[config.mk]
export PLATFORM = sky130hd
export DESIGN_NAME = button_debounce_joystick_map
export DESIGN_NICKNAME = d
export VERILOG_FILES = /design/src/hw/rtl/bdjm_pkg.sv /design/src/hw/rtl/button_debounce_joystick_map.sv /design/src/hw/rtl/bdjm_button_lane.sv /design/src/hw/rtl/bdjm_axis_lane.sv /design/src/hw/rtl/bdjm_out_buf.sv
export SDC_FILE = /design/constraint.sdc
export NUM_CORES = 1
export LEC_CHECK = 0
export ABC_AREA = 1
export BUFFER_PORTS_ARGS = -buffer_cell sky130_fd_sc_hd__buf_2
export CORE_ASPECT_RATIO = 0.8
export CORE_UTILIZATION = 38
export DETAILED_ROUTE_END_ITERATION = 6
export GPL_TIMING_DRIVEN = 1
export PLACE_DENSITY_LB_ADDON = 0.1
export SLEW_MARGIN = 20
export SYNTH_ARGS = -nofsm -noshare
export SYNTH_HDL_FRONTEND = slang
export SYNTH_HIERARCHICAL = 1
export SYNTH_SLANG_ARGS = --single-unit
[constraint.sdc]
create_clock -name clk -period 3.5 [get_ports clk]
set_input_delay 0.35 -clock clk [delete_from_list [all_inputs] [get_ports clk]]
set_output_delay 0.35 -clock clk [all_outputs]
set_load 0.02 [all_outputs]
[src/hw/rtl/bdjm_pkg.sv]
// Package for the button debounce / joystick mapping block.
// Beat payload types, lane result structs, register indexes and constants.
// No dependencies.
package bdjm_pkg;

    localparam int NUM_BUTTONS = 14;
    localparam int ADC_W       = 12;
    localparam int AXIS_W      = 8;
    localparam int CNT_W       = 4;
    localparam int DZ_W        = 7;
    localparam int CFG_DATA_W  = 7;
    localparam int CFG_IDX_W   = 1;

    localparam logic [CFG_IDX_W-1:0] REG_FLIP_TICKS = 1'b0;
    localparam logic [CFG_IDX_W-1:0] REG_DEADZONE   = 1'b1;

    localparam logic [CNT_W-1:0] THRESHOLD_RESET = 4'd3;
    localparam logic [DZ_W-1:0]  DEADZONE_RESET  = 7'd0;

    typedef struct packed {
        logic [NUM_BUTTONS-1:0] pin_levels;
        logic [ADC_W-1:0]       adc_left_x;
        logic [ADC_W-1:0]       adc_left_y;
        logic [ADC_W-1:0]       adc_right_x;
        logic [ADC_W-1:0]       adc_right_y;
    } bdjm_in_t;

    typedef struct packed {
        logic [NUM_BUTTONS-1:0]    buttons_stable;
        logic signed [AXIS_W-1:0]  left_x;
        logic signed [AXIS_W-1:0]  left_y;
        logic signed [AXIS_W-1:0]  right_x;
        logic signed [AXIS_W-1:0]  right_y;
        logic                      changed;
    } bdjm_out_t;

    // one button lane: debounced state now and after this tick
    typedef struct packed {
        logic stable;
        logic stable_next;
    } bdjm_btn_res_t;

    // one axis lane: mapped value and whether it differs from last tick
    typedef struct packed {
        logic signed [AXIS_W-1:0] value;
        logic                     diff;
    } bdjm_axis_res_t;

endpackage

[src/hw/rtl/button_debounce_joystick_map.sv]
// Usage
// -----
// Each sample beat is one sampling tick: 14 active-low button pins and four
// 12-bit stick readings. Each accepted beat yields exactly one result beat:
// debounced buttons (1 = pressed), four axes in -100..99 after deadzone, and
// a changed flag (new press, or any axis differs from the previous tick).
// Channels: sample_valid/sample_ready/sample in, result_valid/result_ready/
// result out. cfg_we/cfg_index/cfg_data write the flip tick count (index 0)
// and deadzone (index 1); write only while idle.
// Each result is registered in the result buffer and leaves it in order.
// Throughput: one beat per cycle while the result buffer has space; every lane finishes
// its tick in the accept cycle, so the button counters and axis history never hold back.
// A two-beat result buffer absorbs stalls: with result_ready low, up to two
// results queue and sample_ready drops only when both slots are full.
// Reset (rst_n low, async): debounced state, counters and axis history clear
// to zero, threshold returns to 3, deadzone to 0, result buffer empties.
// Depends on bdjm_pkg, bdjm_button_lane, bdjm_axis_lane, bdjm_out_buf.
module button_debounce_joystick_map (
    input  logic                               clk,
    input  logic                               rst_n,
    input  logic                               cfg_we,
    input  logic [bdjm_pkg::CFG_IDX_W-1:0]     cfg_index,
    input  logic [bdjm_pkg::CFG_DATA_W-1:0]    cfg_data,
    input  logic                               sample_valid,
    output logic                               sample_ready,
    input  bdjm_pkg::bdjm_in_t                 sample,
    output logic                               result_valid,
    input  logic                               result_ready,
    output bdjm_pkg::bdjm_out_t                result
);
    import bdjm_pkg::*;

    logic [CNT_W-1:0]       threshold_reg;
    logic [DZ_W-1:0]        deadzone_reg;
    logic                   accept;
    logic [NUM_BUTTONS-1:0] btn_cur, btn_next;
    bdjm_btn_res_t          btn_res [NUM_BUTTONS];
    bdjm_axis_res_t         lx_res, ly_res, rx_res, ry_res;
    logic [3:0]             axis_diff;
    bdjm_out_t              merged;

    assign accept = sample_valid && sample_ready;

    // configuration registers
    always_ff @(posedge clk or negedge rst_n)
    begin
        if (!rst_n)
        begin
            threshold_reg <= THRESHOLD_RESET;
            deadzone_reg  <= DEADZONE_RESET;
        end
        else if (cfg_we)
        begin
            case (cfg_index)
                REG_FLIP_TICKS: threshold_reg <= cfg_data[CNT_W-1:0];
                REG_DEADZONE:   deadzone_reg  <= cfg_data[DZ_W-1:0];
                default:        ;
            endcase
        end
    end

    // button lanes, one per pin
    for (genvar i = 0; i < NUM_BUTTONS; i++)
    begin : g_btn
        bdjm_button_lane u_lane (
            .clk       (clk),
            .rst_n     (rst_n),
            .accept    (accept),
            .pin_level (sample.pin_levels[i]),
            .threshold (threshold_reg),
            .res       (btn_res[i])
        );
        assign btn_cur[i]  = btn_res[i].stable;
        assign btn_next[i] = btn_res[i].stable_next;
    end

    // axis lanes
    bdjm_axis_lane u_lx (
        .clk (clk), .rst_n (rst_n), .accept (accept),
        .adc (sample.adc_left_x), .deadzone (deadzone_reg), .res (lx_res)
    );
    bdjm_axis_lane u_ly (
        .clk (clk), .rst_n (rst_n), .accept (accept),
        .adc (sample.adc_left_y), .deadzone (deadzone_reg), .res (ly_res)
    );
    bdjm_axis_lane u_rx (
        .clk (clk), .rst_n (rst_n), .accept (accept),
        .adc (sample.adc_right_x), .deadzone (deadzone_reg), .res (rx_res)
    );
    bdjm_axis_lane u_ry (
        .clk (clk), .rst_n (rst_n), .accept (accept),
        .adc (sample.adc_right_y), .deadzone (deadzone_reg), .res (ry_res)
    );

    assign axis_diff = {ry_res.diff, rx_res.diff, ly_res.diff, lx_res.diff};

    // merge: the previous published buttons equal the current debounced
    // state, so a new press is a bit that sets this tick
    always_comb
    begin
        merged.buttons_stable = btn_next;
        merged.left_x         = lx_res.value;
        merged.left_y         = ly_res.value;
        merged.right_x        = rx_res.value;
        merged.right_y        = ry_res.value;
        merged.changed        = (|(btn_next & ~btn_cur)) || (|axis_diff);
    end

    bdjm_out_buf u_buf (
        .clk       (clk),
        .rst_n     (rst_n),
        .push      (accept),
        .push_data (merged),
        .space     (sample_ready),
        .out_valid (result_valid),
        .out_ready (result_ready),
        .out_data  (result)
    );

`ifndef SYNTHESIS
    // input only backs up when results are stuck
    a_stall_cause: assert property (@(posedge clk) disable iff (!rst_n)
        !sample_ready |-> result_valid && !result_ready ||
                          $past(result_valid) && !$past(result_ready))
        else $error("sample channel blocked without output stall");
    // a quiet tick never raises the flag
    a_quiet_tick: assert property (@(posedge clk) disable iff (!rst_n)
        accept && (btn_next == btn_cur) && (axis_diff == 4'b0000) |-> !merged.changed)
        else $error("changed flag set on quiet tick");
    // after an accepted beat, result_valid is always high in the next cycle
    a_result_follows: assert property (@(posedge clk) disable iff (!rst_n)
        accept |=> result_valid)
        else $error("no result after accepted beat");
`endif

endmodule

[src/hw/rtl/bdjm_button_lane.sv]
// One button debounce lane: disagreement counter and debounced state bit.
// Depends on bdjm_pkg.
module bdjm_button_lane (
    input  logic                          clk,
    input  logic                          rst_n,
    input  logic                          accept,
    input  logic                          pin_level,
    input  logic [bdjm_pkg::CNT_W-1:0]    threshold,
    output bdjm_pkg::bdjm_btn_res_t       res
);
    import bdjm_pkg::*;

    logic             stable_reg, stable_next;
    logic [CNT_W-1:0] count_reg, count_next;
    logic [CNT_W-1:0] count_inc;
    logic             pressed;

    assign pressed   = ~pin_level;
    assign count_inc = count_reg + CNT_W'(1);

    always_comb
    begin
        stable_next = stable_reg;
        count_next  = '0;
        if (stable_reg != pressed)
        begin
            if (count_inc >= threshold)
            begin
                stable_next = pressed;
            end
            else
            begin
                count_next = count_inc;
            end
        end
    end

    always_ff @(posedge clk or negedge rst_n)
    begin
        if (!rst_n)
        begin
            stable_reg <= 1'b0;
            count_reg  <= '0;
        end
        else if (accept)
        begin
            stable_reg <= stable_next;
            count_reg  <= count_next;
        end
    end

    assign res.stable      = stable_reg;
    assign res.stable_next = stable_next;

`ifndef SYNTHESIS
    // a flip always restarts the count
    a_flip_clears: assert property (@(posedge clk) disable iff (!rst_n)
        accept && (stable_next != stable_reg) |=> count_reg == '0)
        else $error("button counter not cleared after flip");
    // threshold is at most 15, so the counter flips before it saturates
    a_count_max: assert property (@(posedge clk) disable iff (!rst_n)
        count_reg != {CNT_W{1'b1}})
        else $error("button counter reached all ones");
    // state only moves on an accepted tick
    a_hold_idle: assert property (@(posedge clk) disable iff (!rst_n)
        !accept |=> $stable(stable_reg) && $stable(count_reg))
        else $error("button state moved without a beat");
`endif

endmodule

[src/hw/rtl/bdjm_axis_lane.sv]
// One joystick axis lane: centers, scales to percent, clamps, applies deadzone.
// Keeps last tick's value for change detection. Depends on bdjm_pkg.
module bdjm_axis_lane (
    input  logic                          clk,
    input  logic                          rst_n,
    input  logic                          accept,
    input  logic [bdjm_pkg::ADC_W-1:0]    adc,
    input  logic [bdjm_pkg::DZ_W-1:0]     deadzone,
    output bdjm_pkg::bdjm_axis_res_t      res
);
    import bdjm_pkg::*;

    logic signed [13:0]       centered;
    logic signed [20:0]       prod;
    logic signed [20:0]       biased;
    logic signed [9:0]        quot;
    logic signed [9:0]        clamped;
    logic [9:0]               mag;
    logic signed [AXIS_W-1:0] axis;
    logic signed [AXIS_W-1:0] prev_reg;

    always_comb
    begin
        centered = $signed({2'b00, adc}) - 14'sd2048;
        prod     = {{7{centered[13]}}, centered} * 21'sd100;
        // arithmetic shift floors; bias negatives so it truncates toward zero
        biased   = prod + (prod[20] ? 21'sd2047 : 21'sd0);
        quot     = 10'(biased >>> 11);
        if (quot > 10'sd100)
        begin
            clamped = 10'sd99;
        end
        else if (quot < -10'sd100)
        begin
            clamped = -10'sd99;
        end
        else
        begin
            clamped = quot;
        end
        mag  = clamped[9] ? 10'(-clamped) : clamped;
        axis = (mag < {3'b000, deadzone}) ? '0 : clamped[AXIS_W-1:0];
    end

    always_ff @(posedge clk or negedge rst_n)
    begin
        if (!rst_n)
        begin
            prev_reg <= '0;
        end
        else if (accept)
        begin
            prev_reg <= axis;
        end
    end

    assign res.value = axis;
    assign res.diff  = (axis != prev_reg);

endmodule

[src/hw/rtl/bdjm_out_buf.sv]
// Two-entry result buffer between the lanes and the result channel.
// Lets a beat enter while an earlier one stalls. Depends on bdjm_pkg.
module bdjm_out_buf (
    input  logic                  clk,
    input  logic                  rst_n,
    input  logic                  push,
    input  bdjm_pkg::bdjm_out_t   push_data,
    output logic                  space,
    output logic                  out_valid,
    input  logic                  out_ready,
    output bdjm_pkg::bdjm_out_t   out_data
);
    import bdjm_pkg::*;

    bdjm_out_t  mem_reg [2];
    logic       wr_ptr_reg, rd_ptr_reg;
    logic [1:0] count_reg;
    logic       pop;

    assign out_valid = (count_reg != 2'd0);
    assign space     = (count_reg != 2'd2);
    assign pop       = out_valid && out_ready;
    assign out_data  = mem_reg[rd_ptr_reg];

    always_ff @(posedge clk)
    begin
        if (push)
        begin
            mem_reg[wr_ptr_reg] <= push_data;
        end
    end

    always_ff @(posedge clk or negedge rst_n)
    begin
        if (!rst_n)
        begin
            wr_ptr_reg <= 1'b0;
            rd_ptr_reg <= 1'b0;
            count_reg  <= 2'd0;
        end
        else
        begin
            if (push)
            begin
                wr_ptr_reg <= ~wr_ptr_reg;
            end
            if (pop)
            begin
                rd_ptr_reg <= ~rd_ptr_reg;
            end
            case ({push, pop})
                2'b10:   count_reg <= count_reg + 2'd1;
                2'b01:   count_reg <= count_reg - 2'd1;
                default: count_reg <= count_reg;
            endcase
        end
    end

`ifndef SYNTHESIS
    a_no_overflow: assert property (@(posedge clk) disable iff (!rst_n)
        push |-> space)
        else $error("result buffer overflow");
    a_count_range: assert property (@(posedge clk) disable iff (!rst_n)
        count_reg != 2'd3)
        else $error("result buffer count out of range");
    a_ptr_track: assert property (@(posedge clk) disable iff (!rst_n)
        (count_reg == 2'd0 || count_reg == 2'd2) |-> wr_ptr_reg == rd_ptr_reg)
        else $error("result buffer pointers inconsistent");
`endif

endmodule
==> results of run 1 <==
## through the flow
| stage | hold WS (ns) | worst slack [ns] | power [mW] | util, % |
|---|---|---|---|---|
| floorplan | 0.05441 | -3.519 | 14.80 | - |
| global placement | 0.4782 | -4.244 | 20.38 | 49.04 |
| detailed placement | 0.4775 | -4.343 | 20.76 | 49.04 |
| CTS | 0.02509 | -3.225 | 25.53 | 53.82 |
| global route | 0.04203 | -3.779 | 28.84 | 55.28 |
| finish | 0.04839 | -3.320 | 26.35 | 55.28 |
## cell families after synthesis
| kind of cell | after synthesis | synth area share, % |
|---|---|---|
| and+or+nand+nor | 1665 | 32.05 |
| buffers and inverters | 772 | 13.89 |
| adders and majority gates | 303 | 18.47 |
| AOI/OAI and AO/OA | 220 | 6.468 |
| DFF | 211 | 25.59 |
| xor gates and xnor gates | 66 | 3.239 |
| muxes | 5 | 0.2839 |
## Yosys cell counts (3+ instances only)
cell	number
nor2_2	36
nand4_2	4
xor2_2	6
and2_1	14
a31oi_1	6
xor2_1	37
xnor2_2	14
a21oi_2	34
nor3_1	10
buf_4	32
nand4_1	45
nand3_2	20
o21ai_2	12
a21boi_2	6
a21boi_1	4
buf_1	4
nand2_2	49
nand2_4	14
mux2_2	3
nor2_1	156
o21bai_1	6
o21ai_1	20
buf_6	13
nand2_1	1099
ha_1	255
a21oi_4	4
inv_1	672
inv_2	43
nand3b_1	8
nand3_1	204
a21oi_1	38
fa_1	48
o21ai_0	70
edfxtp_1	94
dfrtp_1	115
a211oi_1	4
xnor2_1	9
buf_2	6
## routing by layer
| metal | share of wire (%) | vias to the layer above | wire, um | track usage (%) |
|---|---|---|---|---|
| met5 | 0 | - | 0 | 0 |
| met4 | 2.1 | 0 | 1257 | 4.241 |
| met3 | 2.4 | 80 | 1488 | 1.743 |
| met2 | 47 | 269 | 28850 | 35.56 |
| met1 | 48 | 10070 | 29230 | 27.29 |
| li1 | - | 11510 | - | - |
## how the worst max path moves through the flow
| stage | startpoint | endpoint |
|---|---|---|
| 2_1_floorplan | sample[9] | u_buf/mem_reg[0][0]$_DFFE_PP_ |
| 6_report | sample[33] | u_buf/mem_reg[0][0]$_DFFE_PP_ |
| 3_3_place_gp | sample[33] | u_buf/mem_reg[0][0]$_DFFE_PP_ |
| 3_5_place_dp | sample[33] | u_buf/mem_reg[1][0]$_DFFE_PP_ |
| 5_1_grt | sample[27] | u_buf/mem_reg[1][0]$_DFFE_PP_ |
| 4_1_cts | sample[33] | u_buf/mem_reg[1][0]$_DFFE_PP_ |
## cell type report
class | count | area (um^2) | share of cell area [%]
Antenna cell | 3 | 7.507 | 0.02329
Tap cell | 769 | 962.2 | 2.984
Clock buffer | 29 | 640.6 | 1.987
Multi-Input combinational cell | 2261 | 16090 | 49.92
Sequential cell | 211 | 5754 | 17.85
Clock inverter | 15 | 162.7 | 0.5045
Timing Repair Buffer | 768 | 5882 | 18.24
Inverter | 715 | 2736 | 8.488
## report_power, final
part | internal (mW) | switching, mW
sequential | 3.85 | 0.544
clock | 1.53 | 1.05
combinational | 8.83 | 10.5
total | 14.2 | 12.1
## what timing repair did
item	4_1_cts	5_1_grt
hold endpoints to repair	109	0
gates cloned	3	0
setup endpoints to repair	98	98
pin swaps	201	159
setup buffers	92	35
hold buffers	1	0
resized for setup	303	207
## placed cells by master, fill, tap and decap left out, types with 14 or more instances in the layout
cell / netlist / layout
ha_1: 255 / 160
a21oi_1: 38 / 27
xnor2_2: 14 / 17
nand3_1: 204 / 179
a21oi_2: 34 / 40
buf_2: 6 / 98
nand2_1: 1099 / 980
dfrtp_1: 115 / 114
ha_4: 0 / 92
nand3_2: 20 / 38
nand2_4: 14 / 57
o21ai_0: 70 / 27
o21ai_1: 20 / 31
clkbuf_16: 0 / 25
buf_4: 32 / 593
nor2_4: 0 / 18
nand2_2: 49 / 123
nand4_1: 45 / 45
fa_1: 48 / 46
edfxtp_1: 94 / 94
buf_6: 13 / 63
inv_1: 672 / 569
xor2_1: 37 / 36
inv_2: 43 / 131
and2_1: 14 / 14
o21ai_2: 12 / 41
nor2_1: 156 / 121
nor2_2: 36 / 53
==> results by group, run 1 <==
Status
  – Status: finished, violations left
  – Failing checks: design-rule violations, negative setup slack

Final layout
  – Share of cells above drive strength 1: 37.53%
  – FILL cells: 5562
  – Fin area: 32240 um^2
  – Synth-to-Final Area Change: 43.42%
  – Finished Layout Cells: 4771
  – Largest register FFs: 94
  – Layout Nets: 4359

Critical path
  – Critical Path Source Type: primary input
  – Arrival @ worst endpoint: 7.09 ns
  – Slowest cell on crit path: fa_1
  – CP delay by family, top: simple AND/OR/NAND/NOR gates
  – FF-to-FF setup slack: 0.51 ns
  – Slowest stage delay, CP: 0.51 ns
  – Critical path fanouts, max: 8
  – Worst EP required: 3.77 ns
  – Crit. End Element: flip-flop
  – FF-to-FF path depth: 21
  – WP buf/inv: 11
  – Worst R2R Start: deadzone_reg[3]$_DFFE_PN0P_
  – Crit path depth: 55
  – Crit path top cell by count: nand2_2
  – Reg-to-Reg End: u_buf/mem_reg[0][0]$_DFFE_PP_
  – Kind of critical path: in2reg

Synth
  – Async SR Flop Fraction: 55.45%
  – Most area-consuming cells after synthesis: nand2_1 (18%), ha_1 (14%), dfrtp_1 (13%)
  – Yosys reg bits: 211
  – Yosys top cell area share: 18.35%
  – Seq/Total Area, Yosys: 25.59%
  – Post-synth cell types: 52
  – Main synth FF type: dfrtp_1
  – Cell Area, Synth: 22480 um^2
  – Synth area leader: nand2_1
  – Number of synthesized flops with an enable pin: 94
  – Syn Area/Cell: 6.934 um^2
  – Syn Inst Count: 3242
  – Yosys warnings: 6
  – Post-Synthesis Net Count: 3620

Global routing
  – Number of global-route vias before repair: 22010
  – Pin count of the biggest net entering global routing: 118
  – Tot GR Track Use: 20.34%
  – Global route overflow: 0
  – First-pass GRT wire length: 102100 um
  – Initial antenna violation count: 3

Floorplanning
  – DIE WIDTH: 273.9 um
  – Initial Util: 38.55%
  – Area of the core: 58320 um^2
  – Die ar.: 60140 um^2
  – Site row count: 79
  – Io pins: 124
  – Die height: 219.5 um

Place
  – HPWL after DPL: 46530 um
  – RePlAce Congestion: 0.8419
  – Placed Instances: 4614
  – Placed Area: 28600 um^2
  – Port Buf Inserts: 123

Clock network
  – Clock root cell: clkbuf_16
  – Clock Tree Buf Depth: 3
  – Total CTS buffers: 24
  – CTS tree: done
  – Register clock-pin slew on the reported worst setup and hold paths: 0.06 ns
  – Worst-skew pair later-pin latency: 0.54 ns
  – CTS sink count: 211
  – H-tree lvl count: 1

STA
  – Final Critical Period: 6.820 ns
  – Fmax: 146.6 MHz
  – Worst-margin pin slew: 0.7482 ns
  – Final period utilization: 194.8%
  – Final Skew: 0.01655 ns
  – Slack of the critical path: -3.320 ns
  – TNS Setup: -244.63 ns
  – Max-slew headroom: 50.12%
  – Hold Violations, Final: 0
  – RSZ-0062 raised after global routing: true
  – Final Setup Violations: 98
  – Slew Limit Fails: 0

Route
  – DR WL/cell: 12.75 um
  – Drt via density: 4.595
  – 1st-iter DRT viols: 908
  – DRC viols: 38
  – Detailed Routing Iterations Pass 1: 7
  – Detailed-route via count: 21920
  – Routed WL: 60830 um
  – DRT antenna net count: 0

Min path
  – Hold_sp: cfg_data[5]
  – Hold depth: 2
  – Hold path endpoint: deadzone_reg[5]$_DFFE_PN0P_
  – Worst hold-check path type: in2reg

Pwr
  – Pleak: 17.70 nW
  – Peak VDD IR: 0.3543 mV
  – Pwr per Cell Area: 817.4 nW/um^2

Job
  – Max-cap viol count: 0
Note: power is estimated with default switching activity, not from simulation.
==> inputs of run 2 (changes only) <==
--- a/config.mk
+++ b/config.mk
@@ -5,9 +5,10 @@
 export SDC_FILE = /design/constraint.sdc
 export NUM_CORES = 1
 export LEC_CHECK = 0
-export ABC_AREA = 1
+export ABC_AREA = 0
 export BUFFER_PORTS_ARGS = -buffer_cell sky130_fd_sc_hd__buf_2
 export CORE_ASPECT_RATIO = 0.8
+export CORE_MARGIN = 10
 export CORE_UTILIZATION = 38
 export DETAILED_ROUTE_END_ITERATION = 6
 export GPL_TIMING_DRIVEN = 1
==> results by group, run 2 <==
Critical path
  – Kind of critical path: in2reg
  – Crit path top cell by count: ha_4
  – CP startpoint: sample[42]
  – Arrival @ worst endpoint: 8.27 ns
  – Critical path fanouts, max: 4
  – Slowest cell on crit path: or4_4
  – Crit. End Element: flip-flop
  – Worst R2R Start: deadzone_reg[3]$_DFFE_PN0P_
  – Worst EP required: 3.74 ns
  – Slowest stage delay, CP: 0.57 ns
  – Critical Path Source Type: primary input

STA
  – Max-slew headroom: 51.36%
  – TNS Setup: -329.27 ns
  – Slew Limit Fails: 0
  – Final Skew: 0.01588 ns
  – Final period utilization: 229.5%
  – Worst-margin pin slew: 0.7296 ns
  – Hold Violations, Final: 0
  – Slack of the critical path: -4.533 ns
  – Fmax: 124.5 MHz
  – RSZ-0062 raised after global routing: true
  – Final Setup Violations: 98
  – Final Critical Period: 8.033 ns

Floorplanning
  – Initial Util: 38.37%
  – Io pins: 124
  – DIE WIDTH: 284.2 um
  – Die ar.: 65760 um^2
  – Die height: 231.4 um
  – Area of the core: 55300 um^2
  – Site row count: 77

Final layout
  – Register area: 5754 um^2
  – Multi-input gate area: 15810 um^2
  – Synth-to-Final Area Change: 44.66%
  – Util after Layout: 55.51%
  – Largest register FFs: 94
  – FILL cells: 4955
  – Share of cells above drive strength 1: 43.08%
  – Commonest non-fill, non-tap cell in the layout: buf_4
  – Layout Nets: 3400
  – Fin area: 30700 um^2
  – Most frequent cells in the layout: buf_4 (602), inv_1 (325), ha_1 (170)

Pwr
  – Pleak: 14.21 nW
  – Pwr per Cell Area: 819.4 nW/um^2
  – Clk pwr share: 10.7%
  – Peak VDD IR: 0.3760 mV
  – Power share of the combinational group: 71.5%
  – Part of the power in registers: 17.9%
  – Net Sw Power: 10.62 mW
  – Switching Fraction: 42.20%
  – Pint: 14.54 mW
  – Power Total: 25.15 mW

Synth
  – Yosys warnings: 6
  – Post-synth cell types: 106
  – Yosys top cell area share: 15.04%
  – Number of synthesized flops with an enable pin: 94
  – XOR/XNOR Fraction of Synth Area: 5.136%
  – Synth top cells by count: inv_1 (363), ha_1 (255), nor2_1 (168)
  – Compound-Gate Fraction of Synth Area: 17.26%
  – Syn Inst Count: 2282
  – Async SR Flop Fraction: 55.45%
  – Simple-Gate Fraction of Synth Area: 15.19%
  – Cell with the most instances after synthesis: inv_1
  – Yosys reg bits: 211
  – Most area-consuming cells after synthesis: ha_1 (15%), dfrtp_1 (14%), edfxtp_1 (13%)
  – Synth Area in Adders: 19.56%
  – Seq/Total Area, Yosys: 27.11%
  – Cell Area, Synth: 21220 um^2
  – Synth area leader: ha_1
  – Main synth FF type: dfrtp_1
  – Syn Area/Cell: 9.299 um^2
  – Combinational family with the most area after synthesis: adder cells
  – Multiplexer share of the synthesized area: 7.205%
  – Post-Synthesis Net Count: 2660

Job
  – Max-cap viol count: 0

Route
  – Drt via density: 4.990
  – Detailed-route via count: 18920
  – 1st-iter DRT viols: 997
  – DRC viols: 0
  – Routed WL: 59350 um
  – DR WL/cell: 15.65 um
  – Detailed Routing Iterations Pass 1: 5
  – DRT antenna net count: 0

Clock network
  – CTS tree: done
  – Total CTS buffers: 25
  – CTS sink count: 211
  – Register clock-pin slew on the reported worst setup and hold paths: 0.06 ns
  – H-tree lvl count: 1
  – Clock Tree Buf Depth: 3
  – Clock root cell: clkbuf_16
  – Worst-skew pair later-pin latency: 0.53 ns

Place
  – RePlAce Congestion: 0.8712
  – HPWL after DPL: 44540 um
  – Placed Area: 26830 um^2
  – Port Buf Inserts: 123

Min path
  – Worst hold-check path type: in2reg
  – Hold_sp: cfg_data[4]

Global routing
  – Tot GR Track Use: 17.58%
  – Number of global-route vias before repair: 19700
  – Global route overflow: 0
  – Initial antenna violation count: 1
  – First-pass GRT wire length: 98590 um
  – Pin count of the biggest net entering global routing: 55

Status
  – Status: finished, violations left
  – Failing checks: negative setup slack
[run 2: changes by cell type after synthesis, moves of 46 or more]
cell,change
nand2_2,-49
mux2_2,+46
inv_1,-309
nand2_1,-1002
a21oi_1,+94
nand3_1,-160
xnor2_1,+59
o22ai_1,+46
[run 2: critical path: cells and delay by family]
| family | cells | cell delay (ns) |
|---|---|---|
| AOI/OAI and AO/OA | 11 | 1.51 |
| adders and majority gates | 8 | 2.23 |
| xor gates and xnor gates | 1 | 0.20 |
| buffers and inverters | 11 | 0.92 |
| and+or+nand+nor | 14 | 2.63 |
| muxes | 2 | 0.43 |
[run 2: path summary, 6_finish.rpt]
check / to / slack [ns] / cells after the start
hold / removal: deadzone_reg[4]$_DFFE_PN0P_ / 0.04 / 2
min in group asynchronous: u_ly/prev_reg[5]$_DFFE_PN0P_ / 0.42 / 2
setup reg to reg: u_buf/mem_reg[1][0]$_DFFE_PP_ / -0.33 / 15
max in group asynchronous: threshold_reg[1]$_DFFE_PN1P_ / 2.23 / 3
setup / recovery: u_buf/mem_reg[1][0]$_DFFE_PP_ / -4.53 / 47
hold reg to reg: u_buf/count_reg[1]$_DFFE_PN0P_ / 0.50 / 1
[run 2: what timing repair did]
item,4_1_cts,5_1_grt
hold buffers,1,0
hold endpoints to repair,44,0
pin swaps,108,137
buffers inserted,153,45
endpoints found under the setup margin,98,98
cloned,0,0
gates resized for setup,191,157
[run 2: cells by family (layout without fill, tap and decap cells)]
kind of cell / Yosys count / count (layout)
adders and majority gates: 303 / 303
DFF: 211 / 211
xor gates and xnor gates: 121 / 121
other: 0 / 1
and+or+nand+nor: 562 / 562
AOI/OAI and AO/OA: 524 / 524
muxes: 128 / 128
buffers and inverters: 433 / 1192
[run 2: routing by layer]
layer  vias to the layer above  routed length [um]  GRT usage, %
li1                       9533                   -             -
met1                      9071               27760         23.16
met2                       236               29100         31.08
met4                         2                1054         3.600
met3                        81                1423         1.535
met5                         -                   9             0
[run 2: layout make-up]
class,instances,area share (%)
Antenna cell,1,0.008152
Clock buffer,31,2.144
Clock inverter,15,0.5869
Inverter,364,4.496
Multi-Input combinational cell,1638,51.49
Sequential cell,211,18.75
Tap cell,750,3.057
Timing Repair Buffer,782,19.48
[run 2: per-stage QoR]
stage / setup slack [ns] / hold slack (ns) / cells
detailed placement: -5.417 / 0.4426 / 3571
finish: -4.533 / 0.04198 / 3792
floorplan: -4.830 / 0.05441 / 2282
global route: -4.896 / 0.02695 / 3791
CTS: -4.258 / 0.02161 / 3768
global placement: -5.450 / 0.4290 / 3571
[run 2: power by group through the flow]
stage	logic, mW	registers (mW)	clock network (mW)
after global placement	14.6	4.49	0
final	18.0	4.49	2.68
after detailed placement	14.9	4.53	0
after floorplan	9.72	4.28	0
after global routing	19.7	4.62	2.85
after CTS	16.9	4.49	2.74
